### src/rtl/slm_pkg.sv
`timescale 1ns / 1ps
`default_nettype none
// ---------------------------------------------------------------------------
// slm_pkg
// shared constants, trig and window tables, state and command types for the
// stft log-magnitude block
// ---------------------------------------------------------------------------
package slm_pkg;

  localparam int FFT_SIZE = 128;
  localparam int NUM_BINS = FFT_SIZE / 2;
  localparam int IDX_W    = $clog2(FFT_SIZE);
  localparam int BIN_W    = $clog2(NUM_BINS);
  localparam int SEEN_W   = $clog2(FFT_SIZE + 1);
  localparam int SAMPLE_W = 16;
  localparam int HOP_W    = 8;
  localparam int LEVEL_W  = 17;
  localparam int TRIG_W   = 17;
  localparam int WIN_W    = 17;
  localparam int ACC_W    = 48;
  localparam int LOGV_W   = 48;
  localparam int CNT_W    = 5;

  localparam logic [HOP_W-1:0] HOP_RESET = 8'd64;

  // log2 of the frame size plus the q30 scale of the sums
  localparam int LOG_OFS = IDX_W + 30;
  // epsilon floor added to the magnitude, in q30 sum units
  localparam int FLOOR_ADD = FFT_SIZE * 128;

  localparam longint unsigned Q30_ONE     = 64'd1073741824;
  localparam longint unsigned HALF_PI_Q30 = 64'd1686629713;
  localparam logic signed [27:0] DB_PER_OCT_Q24 = 28'sd101008905;
  localparam logic signed [LEVEL_W-1:0] DB_FLOOR = -17'sd35456;

  typedef enum logic [3:0] {
    ST_IDLE,
    ST_MAC,
    ST_DRAIN,
    ST_NORM,
    ST_SUM,
    ST_SQRT,
    ST_LOGLD,
    ST_LOGN,
    ST_FRAC,
    ST_DBMUL,
    ST_DBOUT,
    ST_OUT
  } state_t;

  typedef struct packed {
    logic             smp_write;
    logic             mac_clear;
    logic             mac_issue;
    logic [IDX_W-1:0] mac_idx;
    logic [BIN_W-1:0] bin;
    logic             norm_load;
    logic             norm_step;
    logic             square;
    logic             sum;
    logic             sqrt_step;
    logic             log_load;
    logic             log_step;
    logic             frac_init;
    logic             frac_step;
    logic             db_mul;
    logic             out_load;
  } cmd_t;

  typedef struct packed {
    logic mac_busy;
    logic norm_ok;
    logic log_ok;
  } status_t;

  typedef logic [FFT_SIZE-1:0][TRIG_W-1:0] trig_tab_t;
  typedef logic [FFT_SIZE-1:0][WIN_W-1:0]  win_tab_t;

  // sin(pi/2 * q / FFT_SIZE) in q30, integer series
  function automatic longint trig_q30(input longint unsigned q);
    longint unsigned quad;
    longint unsigned r;
    longint unsigned t;
    longint unsigned x;
    longint unsigned x2;
    longint unsigned term;
    longint unsigned s;
    quad = (q / FFT_SIZE) & 64'd3;
    r    = q % FFT_SIZE;
    if (quad[0]) t = ((FFT_SIZE - r) << 30) / FFT_SIZE;
    else         t = (r << 30) / FFT_SIZE;
    x    = (t * HALF_PI_Q30) >> 30;
    x2   = (x * x) >> 30;
    term = Q30_ONE;
    term = Q30_ONE - ((x2 * term) >> 30) / 110;
    term = Q30_ONE - ((x2 * term) >> 30) / 72;
    term = Q30_ONE - ((x2 * term) >> 30) / 42;
    term = Q30_ONE - ((x2 * term) >> 30) / 20;
    term = Q30_ONE - ((x2 * term) >> 30) / 6;
    s    = (x * term) >> 30;
    return quad[1] ? -longint'(s) : longint'(s);
  endfunction

  // divide by 2^sh, round half away from zero
  function automatic longint round_shift(input longint v, input int sh);
    longint unsigned m;
    m = (v < 0) ? longint'(-v) : longint'(v);
    m = (m + (64'd1 << (sh - 1))) >> sh;
    return (v < 0) ? -longint'(m) : longint'(m);
  endfunction

  function automatic trig_tab_t make_cos_tab();
    trig_tab_t tab;
    for (int m = 0; m < FFT_SIZE; m++) begin
      tab[m] = TRIG_W'(round_shift(trig_q30(longint'(4 * m + FFT_SIZE)), 15));
    end
    return tab;
  endfunction

  function automatic trig_tab_t make_sin_tab();
    trig_tab_t tab;
    for (int m = 0; m < FFT_SIZE; m++) begin
      tab[m] = TRIG_W'(round_shift(trig_q30(longint'(4 * m)), 15));
    end
    return tab;
  endfunction

  function automatic win_tab_t make_win_tab();
    win_tab_t tab;
    longint   c30;
    for (int m = 0; m < FFT_SIZE; m++) begin
      c30    = trig_q30(longint'(4 * m + FFT_SIZE));
      tab[m] = WIN_W'((longint'(longint'(Q30_ONE) - c30) + 64'd32768) >> 16);
    end
    return tab;
  endfunction

  localparam trig_tab_t COS_TAB = make_cos_tab();
  localparam trig_tab_t SIN_TAB = make_sin_tab();
  localparam win_tab_t  WIN_TAB = make_win_tab();

endpackage
`default_nettype wire

### src/rtl/slm_ctrl.sv
`timescale 1ns / 1ps
`default_nettype none
// ---------------------------------------------------------------------------
// slm_ctrl
// frame scheduling (warm-up and hop) and sequencing of the per-bin work
// ---------------------------------------------------------------------------
module slm_ctrl (
  input  logic                          clk,
  input  logic                          rst,
  input  logic                          cfg_we,
  input  logic [slm_pkg::HOP_W-1:0]     cfg_data,
  input  logic                          s_valid,
  output logic                          s_ready,
  output logic                          m_valid,
  input  logic                          m_ready,
  output slm_pkg::cmd_t                 cmd,
  input  slm_pkg::status_t              status
);

  localparam int HW = slm_pkg::HOP_W;
  localparam int SW = slm_pkg::SEEN_W;

  slm_pkg::state_t state, state_next;

  logic [HW-1:0]            hop_size;
  logic [SW-1:0]            seen, seen_next;
  logic [HW-1:0]            hop_count, hop_count_next;
  logic [slm_pkg::BIN_W-1:0] bin, bin_next;
  logic [slm_pkg::IDX_W-1:0] idx, idx_next;
  logic [slm_pkg::CNT_W-1:0] cnt, cnt_next;
  logic [HW:0]              hop_inc;
  logic [HW-1:0]            hop_eff;
  logic                     frame;

  always_ff @(posedge clk) begin
    if (rst) begin
      state     <= slm_pkg::ST_IDLE;
      hop_size  <= slm_pkg::HOP_RESET;
      seen      <= '0;
      hop_count <= '0;
      bin       <= '0;
      idx       <= '0;
      cnt       <= '0;
    end else begin
      state     <= state_next;
      seen      <= seen_next;
      hop_count <= hop_count_next;
      bin       <= bin_next;
      idx       <= idx_next;
      cnt       <= cnt_next;
      if (cfg_we) begin
        hop_size <= cfg_data;
      end
    end
  end

  // frame decision for an incoming sample
  always_comb begin
    hop_inc        = (HW+1)'(hop_count) + 1'b1;
    hop_eff        = (hop_size == '0) ? HW'(1) : hop_size;
    frame          = 1'b0;
    seen_next      = seen;
    hop_count_next = hop_count;
    if (s_valid && s_ready) begin
      if (seen < SW'(slm_pkg::FFT_SIZE)) begin
        seen_next = seen + 1'b1;
        if (seen_next == SW'(slm_pkg::FFT_SIZE)) begin
          frame          = 1'b1;
          hop_count_next = '0;
        end
      end else if (hop_inc >= (HW+1)'(hop_eff)) begin
        frame          = 1'b1;
        hop_count_next = '0;
      end else begin
        hop_count_next = hop_inc[HW-1:0];
      end
    end
  end

  always_comb begin
    state_next = state;
    bin_next   = bin;
    idx_next   = idx;
    cnt_next   = cnt;
    s_ready    = 1'b0;
    m_valid    = 1'b0;
    cmd        = '0;
    cmd.bin    = bin;
    cmd.mac_idx = idx;
    unique case (state)
      slm_pkg::ST_IDLE: begin
        s_ready       = 1'b1;
        cmd.mac_clear = 1'b1;
        cmd.smp_write = s_valid;
        if (frame) begin
          bin_next   = '0;
          idx_next   = '0;
          state_next = slm_pkg::ST_MAC;
        end
      end
      slm_pkg::ST_MAC: begin
        cmd.mac_issue = 1'b1;
        idx_next      = idx + 1'b1;
        if (idx == slm_pkg::IDX_W'(slm_pkg::FFT_SIZE - 1)) begin
          state_next = slm_pkg::ST_DRAIN;
        end
      end
      slm_pkg::ST_DRAIN: begin
        if (!status.mac_busy) begin
          cmd.norm_load = 1'b1;
          state_next    = slm_pkg::ST_NORM;
        end
      end
      slm_pkg::ST_NORM: begin
        if (status.norm_ok) begin
          cmd.square = 1'b1;
          state_next = slm_pkg::ST_SUM;
        end else begin
          cmd.norm_step = 1'b1;
        end
      end
      slm_pkg::ST_SUM: begin
        cmd.sum    = 1'b1;
        cnt_next   = '0;
        state_next = slm_pkg::ST_SQRT;
      end
      slm_pkg::ST_SQRT: begin
        cmd.sqrt_step = 1'b1;
        cnt_next      = cnt + 1'b1;
        if (cnt == '1) begin
          state_next = slm_pkg::ST_LOGLD;
        end
      end
      slm_pkg::ST_LOGLD: begin
        cmd.log_load = 1'b1;
        state_next   = slm_pkg::ST_LOGN;
      end
      slm_pkg::ST_LOGN: begin
        if (status.log_ok) begin
          cmd.frac_init = 1'b1;
          cnt_next      = '0;
          state_next    = slm_pkg::ST_FRAC;
        end else begin
          cmd.log_step = 1'b1;
        end
      end
      slm_pkg::ST_FRAC: begin
        cmd.frac_step = 1'b1;
        cnt_next      = cnt + 1'b1;
        if (cnt == slm_pkg::CNT_W'(19)) begin
          state_next = slm_pkg::ST_DBMUL;
        end
      end
      slm_pkg::ST_DBMUL: begin
        cmd.db_mul = 1'b1;
        state_next = slm_pkg::ST_DBOUT;
      end
      slm_pkg::ST_DBOUT: begin
        cmd.out_load = 1'b1;
        state_next   = slm_pkg::ST_OUT;
      end
      slm_pkg::ST_OUT: begin
        m_valid = 1'b1;
        if (m_ready) begin
          cmd.mac_clear = 1'b1;
          idx_next      = '0;
          if (bin == slm_pkg::BIN_W'(slm_pkg::NUM_BINS - 1)) begin
            state_next = slm_pkg::ST_IDLE;
          end else begin
            bin_next   = bin + 1'b1;
            state_next = slm_pkg::ST_MAC;
          end
        end
      end
      default: begin
        state_next = slm_pkg::ST_IDLE;
      end
    endcase
  end

endmodule
`default_nettype wire

### config.mk
export PLATFORM = sky130hd
export DESIGN_NAME = slm_ctrl
export DESIGN_NICKNAME = d
export VERILOG_FILES = /design/src/rtl/slm_pkg.sv /design/src/rtl/slm_ctrl.sv
export SDC_FILE = /design/constraint.sdc
export NUM_CORES = 1
export LEC_CHECK = 0
export BUFFER_PORTS_ARGS = -buffer_cell sky130_fd_sc_hd__buf_2
export CAP_MARGIN = 10
export CORE_ASPECT_RATIO = 0.8
export CORE_UTILIZATION = 55
export CTS_BUF_LIST = sky130_fd_sc_hd__clkbuf_4
export CTS_CLUSTER_DIAMETER = 150
export DETAILED_ROUTE_END_ITERATION = 10
export GPL_TIMING_DRIVEN = 0
export PLACE_DENSITY = 0.77
export SLEW_MARGIN = 15
export SYNTH_ARGS = -nofsm -noshare
export SYNTH_HDL_FRONTEND = slang
export SYNTH_SLANG_ARGS = --single-unit
### constraint.sdc
create_clock -name clk -period 4 [get_ports clk]
set_clock_uncertainty 0.15 [all_clocks]
set_input_delay 1.2 -clock clk [delete_from_list [all_inputs] [get_ports clk]]
set_output_delay 1.2 -clock clk [all_outputs]
set_load 0.1 [all_outputs]
After elaboration in Yosys (flattened, before gate mapping) --
Index checks and enable logic that the tools add are counted.
Word-level totals: register bits after elaboration 46, output and inout bits 29, word-level logic and storage cells 100
Cells by class: add/sub/neg operators 5, $lt $le $gt $ge 2, eq/ne operators 26, multiplexer cells 47, reductions and logical operators 13
Operator list (count):
- $pmux 4 s12 | 1
- $mux 4 | 8
- $mux 8 | 4
- $mux 1 | 22
- $pmux 7 s3 | 1
- $mux 6 | 3
- $ne 2x2->1 const B | 9
- $eq 4x3->1 const B | 4
- $eq 4x4->1 const B | 4
- $pmux 5 s3 | 1
- $mux 7 | 2
- $pmux 6 s2 | 1
- $eq 5x5->1 const B | 2
- $add 8x1->9 const B | 1
- $ge 9x8->1 | 1
- $add 8x1->8 const B | 1
- $eq 4x2->1 const B | 2
- $eq 8x8->1 const B | 1
- $logic_not 8->1 | 1
- $lt 8x8->1 const B | 1
- $reduce_and 8->1 | 1
- $add 7x1->7 const B | 1
- $eq 7x7->1 const B | 1
- $add 6x1->6 const B | 1
- 15 further kinds | 19

Longest topological paths before layout --
Gate-level depths: netlist (run 1).
depth in word-level cells 8, mapped depth 11

Worst setup path after synthesis (run 1) --
OpenSTA, ideal clock, no wires.
path type in2out, start point input status[2] (netlist name), end point output cmd[10] (netlist name), arrival time 4074 ps, path slack -1424 ps, cell stages on the path 1, cell sequence nor4_1
On the way: longest elaborated chain between the ends 2
Ends and longest elaborated chain:
- start, declared | RTL line slm_ctrl.sv:17 | input slm_pkg::status_t status
- $mux 1 | RTL line slm_ctrl.sv:109 | if (!status.mac_busy) begin
- $mux 1 | RTL line slm_ctrl.sv:90 | unique case (state)
- end, declared | RTL line slm_ctrl.sv:16 | output slm_pkg::cmd_t cmd,
Every way passes these cells.

==> run_summary.xml, run 1 <==
<?xml version="1.0" encoding="UTF-8"?>
<metrics>
  <group name="run_status">
    <metric name="outcome" unit="">finished, final reports clean</metric>
  </group>
  <group name="detailed_routing">
    <metric name="drt_iter0_drc" unit="">111</metric>
    <metric name="drt_first_pass_iters" unit="">4</metric>
    <metric name="count_of_unresolved_drc_violations_after_routing" unit="">0</metric>
    <metric name="route.vias.total" unit="">2528</metric>
    <metric name="detail_route.wl_per_cell" unit="µm">14.0</metric>
    <metric name="avgViaCountPerCell" unit="">5.84</metric>
    <metric name="antenna_left" unit="">0</metric>
    <metric name="postRouteWirelength" unit="mm">6.05</metric>
  </group>
  <group name="timing">
    <metric name="hold_viol_final" unit="">0</metric>
    <metric name="relSlewSlack" unit="">0.494</metric>
    <metric name="pins_over_their_slew_limit" unit="">0</metric>
    <metric name="final.setup.tns" unit="ps">0</metric>
    <metric name="finalCritPeriodShare" unit="">0.930</metric>
    <metric name="setup_repair_after_global_routing_missed_its_margin" unit="">no</metric>
    <metric name="worst-slew-pin-transition" unit="ps">749</metric>
    <metric name="setup_viol" unit="">0</metric>
    <metric name="maxClockFrequency" unit="MHz">269</metric>
    <metric name="period_minus_slack" unit="ps">3720</metric>
  </group>
  <group name="setup_path">
    <metric name="crit_reg_reg_endpoint" unit="">idx[4]</metric>
    <metric name="worst_path_largest_cell_delay" unit="ps">670</metric>
    <metric name="worst_path_max_delay_cell" unit="">sky130_fd_sc_hd__nor4b_1</metric>
    <metric name="critical_path.max_fanout" unit="">10</metric>
    <metric name="worstSetupEndpoint" unit="">cmd[24]</metric>
    <metric name="worst_ep_arrival_time" unit="ps">2370</metric>
    <metric name="critical_path_buf_inv_count" unit="">2</metric>
    <metric name="crit_type" unit="">reg2out</metric>
    <metric name="rrSetupSlack" unit="ps">390</metric>
    <metric name="timing.reg2reg.worst_path_depth" unit="">11</metric>
    <metric name="crit_path_frequent_cell" unit="">sky130_fd_sc_hd__buf_2</metric>
    <metric name="path_delay_family" unit="">buffers and inverters</metric>
    <metric name="critical_path_depth" unit="">3</metric>
    <metric name="crit_required" unit="ps">2650</metric>
    <metric name="end_kind" unit="">output pin</metric>
    <metric name="critical_path.startpoint_type" unit="">register</metric>
    <metric name="worst_r2r_startpoint" unit="">hop_count[0]</metric>
    <metric name="critical_path.startpoint" unit="">state[0]</metric>
    <metric name="worstPathCellList" unit="">nor4b_1 -&gt; buf_2 -&gt; buf_2</metric>
  </group>
  <group name="clocking">
    <metric name="cts_resized" unit="">0</metric>
    <metric name="cts_htree_levels" unit="">2</metric>
    <metric name="clock_sink_count" unit="">46</metric>
    <metric name="clock_insertion_delay_worst_skew" unit="ps">360</metric>
    <metric name="cts-root-buf" unit="">sky130_fd_sc_hd__clkbuf_4</metric>
    <metric name="cts_made_buffers" unit="">5</metric>
    <metric name="cts_hold_repair.buffers" unit="">0</metric>
    <metric name="ctsLongestPathBuffers" unit="">2</metric>
    <metric name="cts.clk_slew.worst_paths" unit="ps">140</metric>
    <metric name="tritoncts_clock_tree" unit="">built</metric>
    <metric name="postCtsSetupRepairBufs" unit="">0</metric>
  </group>
  <group name="hold_path">
    <metric name="whs_path_depth" unit="">2</metric>
    <metric name="worstHoldPathType" unit="">reg2reg</metric>
  </group>
  <group name="grt">
    <metric name="number_of_global_route_vias_before_repair" unit="">2149</metric>
    <metric name="antenna_violations_before_repair" unit="">0</metric>
    <metric name="grt_first_pass_wirelength" unit="mm">9.92</metric>
    <metric name="globalRoute.totalOverflow" unit="">0</metric>
    <metric name="grt_start_max_net_pins" unit="">16</metric>
    <metric name="grt_util_all_layers" unit="">0.245</metric>
  </group>
  <group name="run">
    <metric name="timing.max_cap.violations" unit="">0</metric>
  </group>
  <group name="synth">
    <metric name="post_synthesis_share_of_cell_area_spent_on_full_adders_half_adders_and_majority_gates" unit="">0.0661</metric>
    <metric name="yosys_warnings" unit="">0</metric>
    <metric name="synth-compound-area-share" unit="">0.202</metric>
    <metric name="synth_edf_count" unit="">0</metric>
    <metric name="post_synth_xor_area_fraction" unit="">0.0429</metric>
    <metric name="netlist_instances" unit="">323</metric>
    <metric name="synthDominantAreaCellType" unit="">sky130_fd_sc_hd__dfxtp_1</metric>
    <metric name="ys_types" unit="">56</metric>
    <metric name="async_flop_share" unit="">0</metric>
    <metric name="syn_area" unit="µm²">2650</metric>
    <metric name="synthesis.nets" unit="">353</metric>
    <metric name="synth_top_area_share" unit="">0.347</metric>
    <metric name="syn-mean-instance-area" unit="µm²">8.21</metric>
    <metric name="post_synth_mux_area_share" unit="">0.0340</metric>
    <metric name="yosysSeqAreaShare" unit="">0.347</metric>
    <metric name="synth_top_family_by_area" unit="">simple AND/OR/NAND/NOR gates</metric>
    <metric name="synth_simple_gate_area_frac" unit="">0.261</metric>
    <metric name="ys.flop_type" unit="">sky130_fd_sc_hd__dfxtp_1</metric>
    <metric name="top_cells_by_area_synth" unit="">sky130_fd_sc_hd__dfxtp_1 (35%), sky130_fd_sc_hd__ha_1 (6.6%), sky130_fd_sc_hd__nand2_1 (4.8%), sky130_fd_sc_hd__a21oi_1 (4.3%), sky130_fd_sc_hd__nor2_1 (3.8%)</metric>
    <metric name="synth-seq-cells" unit="">46</metric>
  </group>
  <group name="power">
    <metric name="power.share.clock" unit="">0.180</metric>
    <metric name="share_comb_of_total_power" unit="">0.404</metric>
    <metric name="power_frac_seq" unit="">0.416</metric>
    <metric name="intPower" unit="W">0.000677</metric>
    <metric name="power_density_normalized_to_cell_area" unit="nW/µm²">410</metric>
    <metric name="swShare" unit="">0.455</metric>
    <metric name="leakage" unit="nW">1.29</metric>
    <metric name="power" unit="W">0.00124</metric>
    <metric name="netSwitchingPower" unit="W">0.000566</metric>
    <metric name="vdd_ir_drop_max" unit="µV">266</metric>
  </group>
  <group name="layout">
    <metric name="antennaDiodeCount" unit="">0</metric>
    <metric name="fillers" unit="">411</metric>
    <metric name="multiInputGateArea" unit="µm²">1640</metric>
    <metric name="instances_no_fill" unit="">433</metric>
    <metric name="fin_nets" unit="">402</metric>
    <metric name="flow.area_growth_from_synthesis" unit="%">14.3</metric>
    <metric name="drive_above_1_share" unit="">0.190</metric>
    <metric name="regArea" unit="µm²">921</metric>
  </group>
  <group name="placement">
    <metric name="dp_hpwl" unit="mm">4.48</metric>
    <metric name="port_buffers" unit="">42</metric>
    <metric name="routabilityCongestion" unit="">0.916</metric>
    <metric name="count_of_placed_standard_cells_including_taps" unit="">425</metric>
  </group>
  <group name="die">
    <metric name="die-width" unit="µm">79.6</metric>
    <metric name="start_util" unit="">0.577</metric>
    <metric name="io_pins" unit="">45</metric>
    <metric name="floorplan.core_area" unit="µm²">4600</metric>
    <metric name="die_height" unit="µm">64.1</metric>
    <metric name="die_area" unit="µm²">5100</metric>
    <metric name="placementRows" unit="">22</metric>
  </group>
</metrics>
-- power groups by stage --
stage,clock [W],sequential [W],combinational (W)
global placement,0,0.000525,0.000491
finish,0.000224,0.000517,0.000502
floorplan,0,0.000549,0.000385
detailed placement,0,0.000525,0.000499
CTS,0.000232,0.000516,0.000501
global route,0.000250,0.000521,0.000534
-- final cells by class --
class / count / share of cell area
Tap cell: 60 / 0.0248
Inverter: 16 / 0.0198
Multi-Input combinational cell: 247 / 0.542
Sequential cell: 46 / 0.304
Clock buffer: 5 / 0.0124
Clock inverter: 3 / 0.00702
Buffer: 14 / 0.0210
Timing Repair Buffer: 42 / 0.0693
-- kinds of logic (layout without fill, tap and decap cells) --
logic type	after synthesis	in the layout
AND/OR/NAND/NOR	134	134
AO/OA/AOI/OAI	77	77
flip-flops	46	46
buffers and inverters	30	80
adder cells (fa/ha/maj)	14	14
XOR/XNOR	13	13
multiplexers	9	9
-- per-layer routing --
metal,vias to the layer above,share of wire,global-route usage
met5,-,0,0
met4,0,0.0066,0.0636
met3,5,0.050,0.0400
met2,66,0.45,0.369
met1,1189,0.50,0.359
li1,1268,-,-
-- how the worst min path moves through the flow --
stage | end | slack, ps | from
6_report | seen[1] | 350 | seen[1]
4_1_cts | seen[6] | 350 | seen[6]
5_1_grt | seen[1] | 370 | seen[1]
3_5_place_dp | seen[6] | 330 | seen[6]
3_3_place_gp | seen[1] | 320 | seen[1]
2_1_floorplan | seen[1] | 300 | seen[1]
-- placed cells by master, fill, tap and decap left out, drive strengths merged, types with 3 or more instances in the layout --
master / instances
ha: 14
or3: 5
dfxtp: 46
a311oi: 9
nor3: 9
nor2: 28
mux2i: 9
o211ai: 3
a31oi: 6
buf: 47
nand4: 6
nand2: 35
clkbuf: 14
a21oi: 23
o21a: 3
nand2b: 10
nor2b: 3
xnor2: 6
a41oi: 3
inv: 16
xor2: 7
and3: 9
nand3: 14
o21ai: 14
or2: 3
nor4: 5
-- flip-flops by register name (all words and copies together) (netlist names) --
signal     count
cnt            5
seen           8
bin            6
hop_count      8
idx            7
hop_size       8
state          4
-- stage by stage --
stage	hold WS [ps]	setup slack [ps]	instance area [µm²]	util
after floorplan	304	-242	2690	-
after global routing	368	155	3030	0.659
after global placement	318	452	2970	0.647
after detailed placement	328	435	2970	0.647
after CTS	347	318	3030	0.659
final	348	281	3030	0.659
-- worst register-to-register path: stages, from the launching register on --
cell	delay (ps)
sky130_fd_sc_hd__dfxtp_1	470
sky130_fd_sc_hd__ha_1	290
sky130_fd_sc_hd__and4_1	250
sky130_fd_sc_hd__nand2_1	80
sky130_fd_sc_hd__xnor2_1	160
sky130_fd_sc_hd__ha_1	310
sky130_fd_sc_hd__nand3_1	90
sky130_fd_sc_hd__or2_2	310
sky130_fd_sc_hd__o211ai_1	540
sky130_fd_sc_hd__nand2_2	170
sky130_fd_sc_hd__a221oi_4	500
sky130_fd_sc_hd__a311oi_1	180
-- Yosys cell counts, drive strengths merged, types with 6 or more instances --
library cell,count
dfxtp,46
ha,14
nand3,14
a311oi,9
and3,9
a21oi,23
clkbuf,9
nor3,9
nand2,35
nor2,28
xnor2,6
inv,16
nand2b,10
nand4,6
mux2i,9
a31oi,6
xor2,7
o21ai,14
No activity file was read; power rests on OpenSTA's default activity.
==> run 2, diff against run 1 <==
==> constraint.sdc (replaced) <==
create_clock -name clk -period 4 [get_ports clk]
set_clock_uncertainty 0.15 [all_clocks]
set_input_delay 1.2 -clock clk [delete_from_list [all_inputs] [get_ports clk]]
set_output_delay 1.2 -clock clk [all_outputs]
set_load 0.05 [all_outputs]
==> run_summary.xml, run 2 (synthesized netlist as in run 1, its figures left out) <==
<?xml version="1.0" encoding="UTF-8"?>
<metrics>
  <group name="clocking">
    <metric name="cts_made_buffers" unit="">5</metric>
    <metric name="postCtsSetupRepairBufs" unit="">0</metric>
    <metric name="cts_resized" unit="">0</metric>
    <metric name="cts.clk_slew.worst_paths" unit="ps">130</metric>
    <metric name="clock_insertion_delay_worst_skew" unit="ps">360</metric>
    <metric name="ctsLongestPathBuffers" unit="">2</metric>
    <metric name="clock_sink_count" unit="">46</metric>
    <metric name="cts-root-buf" unit="">sky130_fd_sc_hd__clkbuf_4</metric>
    <metric name="cts_hold_repair.buffers" unit="">0</metric>
    <metric name="cts_htree_levels" unit="">2</metric>
    <metric name="tritoncts_clock_tree" unit="">built</metric>
  </group>
  <group name="power">
    <metric name="intPower" unit="W">0.000747</metric>
    <metric name="swShare" unit="">0.379</metric>
    <metric name="vdd_ir_drop_max" unit="µV">320</metric>
    <metric name="power.share.clock" unit="">0.243</metric>
    <metric name="power_frac_seq" unit="">0.428</metric>
    <metric name="power_density_normalized_to_cell_area" unit="nW/µm²">398</metric>
    <metric name="leakage" unit="nW">1.30</metric>
    <metric name="share_comb_of_total_power" unit="">0.329</metric>
    <metric name="netSwitchingPower" unit="W">0.000457</metric>
  </group>
  <group name="hold_path">
    <metric name="worstHoldPathType" unit="">reg2reg</metric>
    <metric name="whs_path_depth" unit="">2</metric>
  </group>
  <group name="die">
    <metric name="die_area" unit="µm²">5100</metric>
    <metric name="die_height" unit="µm">64.1</metric>
    <metric name="placementRows" unit="">22</metric>
    <metric name="floorplan.core_area" unit="µm²">4600</metric>
    <metric name="io_pins" unit="">45</metric>
    <metric name="start_util" unit="">0.577</metric>
    <metric name="die-width" unit="µm">79.6</metric>
  </group>
  <group name="layout">
    <metric name="largestRegisters" unit="">hop_count x8, hop_size x8, seen x8</metric>
    <metric name="fin_area" unit="µm²">3030</metric>
    <metric name="fillers" unit="">418</metric>
    <metric name="flow.area_growth_from_synthesis" unit="%">14.1</metric>
    <metric name="antennaDiodeCount" unit="">0</metric>
    <metric name="final_cell_mix" unit="">sky130_fd_sc_hd__dfxtp_1 (46), sky130_fd_sc_hd__buf_2 (45), sky130_fd_sc_hd__nand2_1 (34)</metric>
    <metric name="multiInputGateArea" unit="µm²">1610</metric>
    <metric name="instances_no_fill" unit="">433</metric>
    <metric name="regArea" unit="µm²">921</metric>
    <metric name="drive_above_1_share" unit="">0.174</metric>
    <metric name="layout.cells.most_common" unit="">sky130_fd_sc_hd__dfxtp_1</metric>
    <metric name="fin_nets" unit="">402</metric>
    <metric name="final_cell_utilization_of_the_core" unit="">0.658</metric>
  </group>
  <group name="grt">
    <metric name="grt_util_all_layers" unit="">0.261</metric>
    <metric name="grt_start_max_net_pins" unit="">15</metric>
    <metric name="grt_first_pass_wirelength" unit="mm">10.5</metric>
    <metric name="number_of_global_route_vias_before_repair" unit="">2224</metric>
    <metric name="globalRoute.totalOverflow" unit="">0</metric>
    <metric name="grt_use_met2" unit="">0.384</metric>
    <metric name="grt_util_met1" unit="">0.388</metric>
    <metric name="grtUsageMet3" unit="">0.0500</metric>
    <metric name="grt.busiest_layer" unit="">met1</metric>
    <metric name="antenna_violations_before_repair" unit="">0</metric>
  </group>
  <group name="setup_path">
    <metric name="worst_path_max_delay_cell" unit="">sky130_fd_sc_hd__o211ai_1</metric>
    <metric name="crit_type" unit="">reg2reg</metric>
    <metric name="worst_path_largest_cell_delay" unit="ps">560</metric>
    <metric name="timing.reg2reg.worst_path_depth" unit="">11</metric>
    <metric name="critical_path.max_fanout" unit="">8</metric>
    <metric name="critical_path.startpoint_type" unit="">register</metric>
    <metric name="worst_ep_arrival_time" unit="ps">3720</metric>
    <metric name="crit_required" unit="ps">4090</metric>
    <metric name="crit_path_frequent_cell" unit="">sky130_fd_sc_hd__ha_1</metric>
    <metric name="worstPathCellList" unit="">ha_1 -&gt; and4_1 -&gt; nand2_1 -&gt; xnor2_1 -&gt; ha_1 -&gt; nand3_1 -&gt; or2_2 -&gt; o211ai_1 -&gt; nand2_2 -&gt; a221oi_4 -&gt; a311oi_1</metric>
    <metric name="end_kind" unit="">register</metric>
  </group>
  <group name="placement">
    <metric name="routabilityCongestion" unit="">0.855</metric>
    <metric name="dp_hpwl" unit="mm">4.60</metric>
    <metric name="detailed_place.area" unit="µm²">2940</metric>
    <metric name="count_of_placed_standard_cells_including_taps" unit="">425</metric>
    <metric name="port_buffers" unit="">42</metric>
  </group>
  <group name="timing">
    <metric name="maxClockFrequency" unit="MHz">276</metric>
    <metric name="period_minus_slack" unit="ps">3630</metric>
    <metric name="relSlewSlack" unit="">0.455</metric>
    <metric name="worst-slew-pin-transition" unit="ps">806</metric>
    <metric name="final.setup.tns" unit="ps">0</metric>
    <metric name="setup_viol" unit="">0</metric>
    <metric name="pins_over_their_slew_limit" unit="">0</metric>
    <metric name="setup_repair_after_global_routing_missed_its_margin" unit="">no</metric>
    <metric name="hold_viol_final" unit="">0</metric>
    <metric name="finalCritPeriodShare" unit="">0.906</metric>
  </group>
  <group name="detailed_routing">
    <metric name="drt_first_pass_iters" unit="">5</metric>
    <metric name="detail_route.wl_per_cell" unit="µm">14.3</metric>
    <metric name="avgViaCountPerCell" unit="">5.81</metric>
    <metric name="count_of_unresolved_drc_violations_after_routing" unit="">0</metric>
    <metric name="route.vias.total" unit="">2516</metric>
    <metric name="drt_iter0_drc" unit="">167</metric>
    <metric name="antenna_left" unit="">0</metric>
    <metric name="postRouteWirelength" unit="mm">6.18</metric>
  </group>
  <group name="run_status">
    <metric name="outcome" unit="">finished, final reports clean</metric>
  </group>
  <group name="run">
    <metric name="timing.max_cap.violations" unit="">0</metric>
  </group>
</metrics>
## run 2: area by class of cell
type / count / area share
buffer: 14 / 0.0211
clock buffer: 6 / 0.0149
clock inverter: 2 / 0.0124
inverter: 16 / 0.0199
multi-input combinational: 247 / 0.533
sequential: 46 / 0.304
tap: 60 / 0.0248
timing repair buffer: 42 / 0.0695
## run 2: worst paths after layout
check / to / slack [ps] / from
min reg2reg: seen[1] / 340 / seen[1]
min: seen[1] / 340 / seen[1]
max reg2reg: idx[2] / 370 / hop_count[0]
max: idx[2] / 370 / hop_count[0]
## run 2: critical path: cells and delay by family, from the launching register on
family                     cells  cell delay, ps
DFF                            1             460
adders and majority gates      2             610
AOI/OAI and AO/OA              3            1180
and+or+nand+nor                5             930
xor gates and xnor gates       1             170
## run 2: power by group through the flow
| stage | Sequential (W) | Clock (W) | Combinational [W] |
|---|---|---|---|
| 5_1_grt | 0.000519 | 0.000316 | 0.000427 |
| 3_3_place_gp | 0.000525 | 0 | 0.000388 |
| 2_1_floorplan | 0.000533 | 0 | 0.000295 |
| 6_report | 0.000516 | 0.000293 | 0.000396 |
| 4_1_cts | 0.000515 | 0.000297 | 0.000395 |
| 3_5_place_dp | 0.000525 | 0 | 0.000394 |
## run 2: stage by stage
step	setup WS [ps]	hold WS, ps	power (W)
5_1_grt	54.1	367	0.00126
3_5_place_dp	453	325	0.000919
6_report	374	343	0.00120
2_1_floorplan	287	304	0.000828
3_3_place_gp	450	316	0.000913
4_1_cts	395	343	0.00121
## run 2: per-layer routing
layer  routed length [µm]  vias up
li1                     -     1268
met1                 3180     1173
met2                 2630       68
met3                  312        7
met4                   59        0
met5                    0        -
